`config.mk`:
```
export PLATFORM = sky130hd
export DESIGN_NAME = car_like_wheel_odometry
export DESIGN_NICKNAME = d
export VERILOG_FILES = /design/src/hdl/clwo_pkg.sv /design/src/hdl/car_like_wheel_odometry.sv
export SDC_FILE = /design/constraint.sdc
export NUM_CORES = 2
export LEC_CHECK = 0
export CORE_MARGIN = 3
export CORE_UTILIZATION = 47
export CTS_CLUSTER_SIZE = 14
export DETAILED_ROUTE_END_ITERATION = 6
export DONT_BUFFER_PORTS = 1
export PLACE_DENSITY = 0.62
export SKIP_CTS_REPAIR_TIMING = 1
export SYNTH_ARGS = -nofsm -noshare
export SYNTH_HDL_FRONTEND = slang
export SYNTH_SLANG_ARGS = --single-unit
```
`constraint.sdc`:
```
create_clock -name clock -period 35.4 [get_ports clock]
set_input_delay 1.77 -clock clock [delete_from_list [all_inputs] [get_ports clock]]
set_output_delay 1.77 -clock clock [all_outputs]
set_load 0.02 [all_outputs]
```
`src/hdl/clwo_pkg.sv`:
```
// clwo_pkg: constants, register indexes and helpers for the wheel odometry block
// used by car_like_wheel_odometry; no dependencies
`default_nettype none
package clwo_pkg;

   localparam int CsrIdxW = 3;

   typedef enum logic [CsrIdxW-1:0] {
      CSR_DIST_PER_TICK = 3'd0,
      CSR_ANGLE_PER_CNT = 3'd1,
      CSR_TRACK_WIDTH   = 3'd2,
      CSR_WHEELBASE     = 3'd3,
      CSR_IMU_MODE      = 3'd4
   } csr_idx_type;

   localparam logic signed [34:0] Q30_HALF_PI = 35'sd1686629713;
   localparam logic signed [34:0] Q30_PI      = 35'sd3373259426;
   localparam logic signed [33:0] CORDIC_X0   = 34'sd652032874;
   localparam logic signed [33:0] Q30_ONE     = 34'sd1073741824;

   // arctan(2^-i) in Q30
   function automatic logic [29:0] atan_q30(input logic [4:0] i);
      logic [29:0] r;
      case (i)
         5'd0:  r = 30'h3243F6A8;
         5'd1:  r = 30'h1DAC6705;
         5'd2:  r = 30'h0FADBAFC;
         5'd3:  r = 30'h07F56EA6;
         5'd4:  r = 30'h03FEAB76;
         5'd5:  r = 30'h01FFD55B;
         5'd6:  r = 30'h00FFFAAA;
         5'd7:  r = 30'h007FFF55;
         5'd8:  r = 30'h003FFFEA;
         5'd9:  r = 30'h001FFFFD;
         5'd10: r = 30'h000FFFFF;
         5'd11: r = 30'h0007FFFF;
         5'd12: r = 30'h0003FFFF;
         5'd13: r = 30'h0001FFFF;
         5'd14: r = 30'h0000FFFF;
         5'd15: r = 30'h00007FFF;
         5'd16: r = 30'h00003FFF;
         5'd17: r = 30'h00001FFF;
         5'd18: r = 30'h00000FFF;
         5'd19: r = 30'h000007FF;
         5'd20: r = 30'h000003FF;
         5'd21: r = 30'h000001FF;
         5'd22: r = 30'h000000FF;
         5'd23: r = 30'h0000007F;
         5'd24: r = 30'h0000003F;
         5'd25: r = 30'h0000001F;
         5'd26: r = 30'h0000000F;
         5'd27: r = 30'h00000008;
         5'd28: r = 30'h00000004;
         5'd29: r = 30'h00000002;
         5'd30: r = 30'h00000001;
         default: r = 30'h00000000;
      endcase
      return r;
   endfunction

   function automatic logic signed [31:0] sat32(input logic signed [64:0] v);
      logic signed [31:0] r;
      if (v > 65'sd2147483647) r = 32'sh7FFFFFFF;
      else if (v < -65'sd2147483648) r = 32'sh80000000;
      else r = v[31:0];
      return r;
   endfunction

   function automatic logic signed [15:0] sat16(input logic signed [64:0] v);
      logic signed [15:0] r;
      if (v > 65'sd32767) r = 16'sh7FFF;
      else if (v < -65'sd32768) r = 16'sh8000;
      else r = v[15:0];
      return r;
   endfunction

   // magnitude of a value known to stay within 32 unsigned bits
   function automatic logic [31:0] mag32(input logic signed [34:0] v);
      logic signed [34:0] a;
      a = v[34] ? -v : v;
      return a[31:0];
   endfunction

endpackage
`default_nettype wire

```
`src/hdl/car_like_wheel_odometry.sv`:
```
// car_like_wheel_odometry: bicycle model odometry, serial multiplier, serial divider
// and iterative cordic under one sequencer; depends on clwo_pkg
//
//  channel | dir | handshake            | payload
//  req     | in  | req_tvalid/tready    | req_tdata  64 bits
//  rsp     | out | rsp_tvalid/tready    | rsp_tdata 128 bits
//  csr     | in  | csr_wen              | csr_index 3, csr_wdata 24
//
// one word at a time: the shift-add multiplier forms each product bit by bit and the
// restoring divider each quotient; an item runs the front and steering products, the
// cordic and rear product when steering is nonzero, the center product, and, in model mode
// with nonzero steering, the numerator product and two divisions unless cosine or wheelbase is zero.
// reset is synchronous, clears sequencer, valid flag and last heading change and loads the csr defaults.
// a finished word waits in the output register while the next word is taken.
`default_nettype none
module car_like_wheel_odometry #(
   parameter int CORDIC_STEPS = 16
) (
   input  wire logic         clock,
   input  wire logic         reset,
   input  wire logic         req_tvalid,
   output logic              req_tready,
   // wheel_ticks, steer_counts, current_yaw, reference_yaw
   input  wire logic [63:0]  req_tdata,
   output logic              rsp_tvalid,
   input  wire logic         rsp_tready,
   // front_distance, steer_angle, rear_distance, center_distance, heading_change
   output logic [127:0]      rsp_tdata,
   input  wire logic         csr_wen,
   input  wire logic [clwo_pkg::CsrIdxW-1:0] csr_index,
   input  wire logic [23:0]  csr_wdata
);
   import clwo_pkg::*;

   localparam logic [5:0] LastStep = 6'(CORDIC_STEPS - 1);

   typedef enum logic [3:0] {
      S_IDLE, S_FRONT, S_PHI, S_CORD, S_REAR, S_CTR, S_NUM, S_DIV1, S_DIV2, S_DONE
   } state_type;

   state_type state_ff;

   logic [23:0] dpt_ff, apc_ff, track_ff, wb_ff;
   logic        imu_ff;

   logic signed [15:0] steer_ff, yaw_ff, ryaw_ff;
   logic signed [31:0] front_ff, rear_ff, center_ff;
   logic signed [15:0] phi_ff, hc_ff, lhc_ff;
   logic signed [33:0] x_ff, y_ff, s_ff;
   logic signed [34:0] z_ff;
   logic [30:0] c_ff;
   logic [5:0]  cnt_ff;

   logic [31:0] mcand_ff;
   logic [63:0] prod_ff, prod_in;
   logic        neg_ff;
   logic [31:0] rem_ff, rem_in, dvs_ff;
   logic [63:0] quo_ff, quo_in;

   logic        rsp_valid_ff;
   logic [127:0] rsp_data_ff;

   logic [32:0] mul_sum;
   logic signed [64:0] prod_sn;
   logic [32:0] trial;
   logic        ge;
   logic signed [33:0] xs, ys, x_in, y_in;
   logic signed [34:0] z_in, z0, z_fold, at;
   logic signed [15:0] phi_new;
   logic signed [31:0] center_new;
   logic [30:0] c_new;
   logic [63:0] q_clamp;

   always_comb begin
      // one multiplier bit per cycle
      mul_sum = {1'b0, prod_ff[63:32]} + (prod_ff[0] ? {1'b0, mcand_ff} : 33'd0);
      prod_in = {mul_sum, prod_ff[31:1]};
      prod_sn = neg_ff ? -$signed({1'b0, prod_in}) : $signed({1'b0, prod_in});
      // one quotient bit per cycle
      trial   = {rem_ff, quo_ff[63]};
      ge      = trial >= {1'b0, dvs_ff};
      rem_in  = ge ? 32'(trial - {1'b0, dvs_ff}) : trial[31:0];
      quo_in  = {quo_ff[62:0], ge};
      // cordic rotation
      xs = x_ff >>> cnt_ff[4:0];
      ys = y_ff >>> cnt_ff[4:0];
      at = $signed({5'b0, atan_q30(cnt_ff[4:0])});
      if (!z_ff[34]) begin
         x_in = x_ff - ys; y_in = y_ff + xs; z_in = z_ff - at;
      end else begin
         x_in = x_ff + ys; y_in = y_ff - xs; z_in = z_ff + at;
      end
      if (x_in < 0) c_new = 31'd0;
      else if (x_in > Q30_ONE) c_new = 31'(Q30_ONE);
      else c_new = x_in[30:0];
      phi_new = sat16(prod_sn >>> 11);
      z0 = {{2{phi_new[15]}}, phi_new, 17'b0};
      if (z0 > Q30_HALF_PI) z_fold = z0 - Q30_PI;
      else if (z0 < -Q30_HALF_PI) z_fold = z0 + Q30_PI;
      else z_fold = z0;
      center_new = sat32(65'(rear_ff) - (prod_sn >>> 14));
      q_clamp = (quo_in > 64'h0000_8000_0000_0000) ? 64'h0000_8000_0000_0000 : quo_in;
   end

   always_ff @(posedge clock) begin
      if (reset) begin
         state_ff     <= S_IDLE;
         rsp_valid_ff <= 1'b0;
         lhc_ff       <= '0;
         dpt_ff       <= 24'd65536;
         apc_ff       <= 24'd16384;
         track_ff     <= 24'd65536;
         wb_ff        <= 24'd163840;
         imu_ff       <= 1'b0;
         cnt_ff       <= '0;
      end else begin
         if (csr_wen) begin
            case (csr_idx_type'(csr_index))
               CSR_DIST_PER_TICK: dpt_ff   <= csr_wdata;
               CSR_ANGLE_PER_CNT: apc_ff   <= csr_wdata;
               CSR_TRACK_WIDTH:   track_ff <= csr_wdata;
               CSR_WHEELBASE:     wb_ff    <= csr_wdata;
               CSR_IMU_MODE:      imu_ff   <= csr_wdata[0];
               default: ;
            endcase
         end
         if (rsp_valid_ff && rsp_tready) rsp_valid_ff <= 1'b0;
         case (state_ff)
            S_IDLE: begin
               if (req_tvalid) begin
                  steer_ff <= req_tdata[31:16];
                  yaw_ff   <= req_tdata[47:32];
                  ryaw_ff  <= req_tdata[63:48];
                  mcand_ff <= mag32(35'($signed(req_tdata[15:0])));
                  prod_ff  <= {40'b0, dpt_ff};
                  neg_ff   <= req_tdata[15];
                  cnt_ff   <= '0;
                  state_ff <= S_FRONT;
               end
            end
            S_FRONT: begin
               prod_ff <= prod_in;
               cnt_ff  <= cnt_ff + 6'd1;
               if (cnt_ff == 6'd31) begin
                  front_ff <= sat32(prod_sn >>> 8);
                  mcand_ff <= mag32(35'(steer_ff));
                  prod_ff  <= {40'b0, apc_ff};
                  neg_ff   <= steer_ff[15];
                  cnt_ff   <= '0;
                  state_ff <= S_PHI;
               end
            end
            S_PHI: begin
               prod_ff <= prod_in;
               cnt_ff  <= cnt_ff + 6'd1;
               if (cnt_ff == 6'd31) begin
                  phi_ff <= phi_new;
                  cnt_ff <= '0;
                  if (phi_new == 16'sd0) begin
                     rear_ff  <= front_ff;
                     mcand_ff <= {8'b0, track_ff};
                     prod_ff  <= {32'b0, mag32(35'(lhc_ff))};
                     neg_ff   <= lhc_ff[15];
                     state_ff <= S_CTR;
                  end else begin
                     x_ff     <= CORDIC_X0;
                     y_ff     <= '0;
                     z_ff     <= z_fold;
                     state_ff <= S_CORD;
                  end
               end
            end
            S_CORD: begin
               x_ff   <= x_in;
               y_ff   <= y_in;
               z_ff   <= z_in;
               cnt_ff <= cnt_ff + 6'd1;
               if (cnt_ff == LastStep) begin
                  c_ff     <= c_new;
                  s_ff     <= y_in;
                  mcand_ff <= mag32(35'(front_ff));
                  prod_ff  <= {33'b0, c_new};
                  neg_ff   <= front_ff[31];
                  cnt_ff   <= '0;
                  state_ff <= S_REAR;
               end
            end
            S_REAR: begin
               prod_ff <= prod_in;
               cnt_ff  <= cnt_ff + 6'd1;
               if (cnt_ff == 6'd31) begin
                  rear_ff  <= sat32(prod_sn >>> 30);
                  mcand_ff <= {8'b0, track_ff};
                  prod_ff  <= {32'b0, mag32(35'(lhc_ff))};
                  neg_ff   <= lhc_ff[15];
                  cnt_ff   <= '0;
                  state_ff <= S_CTR;
               end
            end
            S_CTR: begin
               prod_ff <= prod_in;
               cnt_ff  <= cnt_ff + 6'd1;
               if (cnt_ff == 6'd31) begin
                  center_ff <= center_new;
                  cnt_ff    <= '0;
                  if (imu_ff) begin
                     hc_ff    <= sat16(65'(yaw_ff) - 65'(ryaw_ff));
                     state_ff <= S_DONE;
                  end else if (phi_ff == 16'sd0) begin
                     hc_ff    <= '0;
                     state_ff <= S_DONE;
                  end else begin
                     mcand_ff <= mag32(35'(center_new));
                     prod_ff  <= {32'b0, mag32(35'(s_ff))};
                     neg_ff   <= center_new[31] ^ s_ff[33];
                     state_ff <= S_NUM;
                  end
               end
            end
            S_NUM: begin
               prod_ff <= prod_in;
               cnt_ff  <= cnt_ff + 6'd1;
               if (cnt_ff == 6'd31) begin
                  cnt_ff <= '0;
                  if (c_ff == 31'd0 || wb_ff == 24'd0) begin
                     // degenerate divisor: saturate toward the sign of the numerator
                     if (prod_in == 64'd0) hc_ff <= '0;
                     else hc_ff <= neg_ff ? 16'sh8000 : 16'sh7FFF;
                     state_ff <= S_DONE;
                  end else begin
                     quo_ff   <= prod_in;
                     rem_ff   <= '0;
                     dvs_ff   <= {1'b0, c_ff};
                     state_ff <= S_DIV1;
                  end
               end
            end
            S_DIV1: begin
               quo_ff <= quo_in;
               rem_ff <= rem_in;
               cnt_ff <= cnt_ff + 6'd1;
               if (cnt_ff == 6'd63) begin
                  quo_ff   <= {q_clamp[50:0], 13'b0};
                  rem_ff   <= '0;
                  dvs_ff   <= {8'b0, wb_ff};
                  cnt_ff   <= '0;
                  state_ff <= S_DIV2;
               end
            end
            S_DIV2: begin
               quo_ff <= quo_in;
               rem_ff <= rem_in;
               cnt_ff <= cnt_ff + 6'd1;
               if (cnt_ff == 6'd63) begin
                  cnt_ff <= '0;
                  if (neg_ff) hc_ff <= (quo_in >= 64'd32768) ? 16'sh8000 : -$signed(quo_in[15:0]);
                  else hc_ff <= (quo_in > 64'd32767) ? 16'sh7FFF : $signed(quo_in[15:0]);
                  state_ff <= S_DONE;
               end
            end
            S_DONE: begin
               if (!rsp_valid_ff || rsp_tready) begin
                  rsp_data_ff  <= {hc_ff, center_ff, rear_ff, phi_ff, front_ff};
                  rsp_valid_ff <= 1'b1;
                  lhc_ff       <= hc_ff;
                  state_ff     <= S_IDLE;
               end
            end
            default: state_ff <= S_IDLE;
         endcase
      end
   end

   assign req_tready = (state_ff == S_IDLE) && !reset;
   assign rsp_tvalid = rsp_valid_ff;
   assign rsp_tdata  = rsp_data_ff;

   // a taken word keeps the input closed while it is worked on
   a_one_at_a_time: assert property (@(posedge clock) disable iff (reset)
      req_tvalid && req_tready |=> !req_tready)
      else $error("input taken while busy");

   // straight steering leaves rear travel equal to front travel
   a_straight: assert property (@(posedge clock) disable iff (reset)
      rsp_tvalid && rsp_tdata[47:32] == 16'd0 |-> rsp_tdata[79:48] == rsp_tdata[31:0])
      else $error("rear differs from front at zero steering");

   // a new result only appears when the sequencer finishes
   a_load: assert property (@(posedge clock) disable iff (reset)
      $rose(rsp_tvalid) |-> $past(state_ff == S_DONE))
      else $error("result without finished item");

endmodule
`default_nettype wire
```
==> run metrics <==
run status=finished, violations left; failing checks=design-rule violations; unrepaired setup endpoints after global routing=false; routability cong.=1.02; Mapped Cells=6333; CP Launch Type=flop; mean post-synth cell area=9.08 sq um; Synth area leader=edfxtp_1; WHS Path Cells=0; Worst Setup SP=prod_ff[0]; final instance area=62300 sq um; Crit path largest cell delay=0.88 ns; overall power=5.91 mW; Worst R2R Start=prod_ff[0]; Crit. End Element=flop; Routed Antenna Nets=0; Hold Slack=approximately 0.42 ns; CTS buffer count=97; yosys warns=0; count of state elements after synthesis=849; vias in the first global route=46300; worst skew pair latency=0.74 ns; PortBufs=0; fin cells=7905; Crit Path Max Fanout=32; Initial Util=a little under half; Final Critical Period=11.31 ns; Bufs and invs on worst path=2; CTS tree=done; skew final=0.0348 ns; final worst setup slack=24.09 ns; # rows=127; Crit path depth=36; first-pass GRT wire length=304 mm; Synth Cell Area=around 57000 sq um; Worst Hold Class=flop to flop; CTS Sinks=about 850; DR vias=50200; Synth cell types=115; root buffer cell=clkbuf_16; crit path DAT=11.73 ns; P_leak=roughly 22 nW; CP max-delay cell=edfxtp_1; Power per Cell Area=94.9 nW/um^2; Iter 0 DRT Violations=5790; Post-Route WL=208 mm; Layout Nets=6546; Final Core Density=51.7%; Max H-tree Level=3; Reg-to-Reg End=mcand_ff[24]; Final Hold Fails=0; Avg WL per Cell=26.3 um; cell count of the worst reg-to-reg path=36; clk slew on worst S/H paths=0.06 ns; GR Overflow Total=0; area of the core=121000 sq um; Worst EP required=35.82 ns; area share of the largest cell type after synthesis=36.3%; DIE AREA=127000 sq um; asr flop ratio synth=0%; antenna violations before repair=14; fmax=88.4 MHz; setup violators final=0; dpl hpwl=157 mm; Slew @ Worst Pin=about 1.2 ns; DRC=12; largest net degree at the start of global routing=140; Area growth syn-to-layout=8.36%; layout cells sized above 1=7.29%; FILL cells=11200; DR vias/cell=6.35; Setup Crit Path Kind=flop to flop; register area share after synthesis=about two fifths; R2R Setup Slk=approximately 24 ns; IO Count=between 200 and 250; die height=around 360 um; Net Count, Synth=6673; CP delay by family, top=compound AO/OA/AOI/OAI gates; DP Cell Count=7719; pre-CTS WS=24.28 ns; router iterations before antenna repair=7; Setup TNS Final=0 ns; Total GRT Usage=a little under a third; number of enable flip-flop cells after synthesis=around 700; largest cells by area after synthesis=edfxtp_1, dfxtp_1, nand2_1; maximum vdd drop=~0.000054 V; fin crit share=31.9%; CP Capture Point=mcand_ff[24]; top_reg_cell synth=edfxtp_1; Die W=around 360 um; Post-DP Area=slightly below 60000 sq um; max-slew violations=0; relative slew slack=19.7%; Clock Path Buffers=3; max-cap violation count=0
-- metal layers --
layer  vias to the layer above  track usage, %  routed length (um)
met4                         4            14.8               10600
met5                         -               0                  28
met1                     24300            41.6               83000
li1                      23100               -                   -
met3                       448            6.17               18600
met2                      2424            50.9               96000
-- synth_stat cells (35+ instances only) --
| cell | instances |
|---|---|
| a211oi_1 | 48 |
| or2_2 | 37 |
| ha_1 | 237 |
| or4_1 | 36 |
| nand3_1 | 113 |
| o21ai_0 | 457 |
| inv_1 | 215 |
| xnor2_1 | 241 |
| mux4_2 | 39 |
| a31oi_1 | 69 |
| a21oi_1 | 585 |
| o22ai_1 | 39 |
| nor2b_1 | 44 |
| nor2_1 | 551 |
| dfxtp_1 | 154 |
| xor2_1 | 218 |
| o211ai_1 | 42 |
| o31ai_1 | 53 |
| nand4_1 | 46 |
| and3_1 | 65 |
| mux2i_1 | 100 |
| clkbuf_1 | 275 |
| nor4_1 | 76 |
| nor3_1 | 127 |
| o21a_1 | 76 |
| and2_1 | 118 |
| a22oi_1 | 66 |
| or3_1 | 50 |
| nand2_1 | 813 |
| edfxtp_1 | 695 |
| buf_1 | 35 |
| nand2b_1 | 54 |
| a21o_1 | 62 |
-- report_power, final --
group | total [mW] | internal [mW] | switching, mW
combinational | 3.51 | 1.17 | 2.34
sequential | 1.41 | 1.29 | 0.126
clock | 0.992 | 0.548 | 0.444
-- kinds of logic (layout without fill, tap and decap cells) --
group                      after synthesis  count (layout)  share of synthesized area [%]
adders and majority gates              245             245                           5.42
xor gates and xnor gates               464             464                           7.16
buffers and inverters                  554             500                           3.70
muxes                                  166             166                           3.80
AOI/OAI and AO/OA                     1839            1839                           20.1
DFF                                    849             849                           41.7
other                                    0              14                              0
and+or+nand+nor                       2216            2216                           18.2
-- cell type report --
cell class                 instances  area, sq um  share of cell area [%]
multi-input combinational       4930        31600                    50.7
sequential                       849        24000                    38.5
clock buffer                     116         2630                    4.23
tap                             1612         2020                    3.24
inverter                         224          841                    1.35
timing repair buffer             104          781                    1.25
clock inverter                    56          457                   0.733
antenna                           14         35.0                  0.0562
-- worst min-delay path by stage --
stage,from,end,slack [ns]
global placement,center_ff[19],rsp_tdata[99],0.40
floorplan,center_ff[20],rsp_tdata[100],0.40
detailed placement,center_ff[8],rsp_tdata[88],0.41
CTS,center_ff[8],rsp_tdata[88],0.42
finish,center_ff[8],rsp_tdata[88],0.42
global route,center_ff[8],rsp_tdata[88],0.43
-- cells in the final DEF (no fill, tap or decap), types with 42 or more instances in the layout --
cell and count:
nor2_1 545, inv_1 215, or3_1 50, mux2i_1 100, and2_1 118, nand2b_1 54, o21a_1 76, buf_4 104
a31oi_1 69, nand3_1 112, and3_1 65, dfxtp_1 149, nor4_1 74, nand4_1 46, xnor2_1 241, a22oi_1 66
o211ai_1 42, o21ai_0 457, a21o_1 62, clkbuf_16 101, nand2_1 812, xor2_1 218, ha_1 237, nor3_1 117
o31ai_1 53, edfxtp_1 695, a211oi_1 47, a21oi_1 583, nor2b_1 44
-- registers in the layout, summed over array words and instances, names as in the netlist, 24 cells and up --
register and count:
mcand_ff 32, dpt_ff 24, rem_ff 32, z_ff 35
prod_ff 64, s_ff 33, rear_ff 32, quo_ff 64
y_ff 34, center_ff 32, track_ff 24, rsp_tdata 128
at 30, apc_ff 24, front_ff 32, wb_ff 24
dvs_ff 31, c_ff 31, x_ff 34
(Power assumes the default switching activity.)
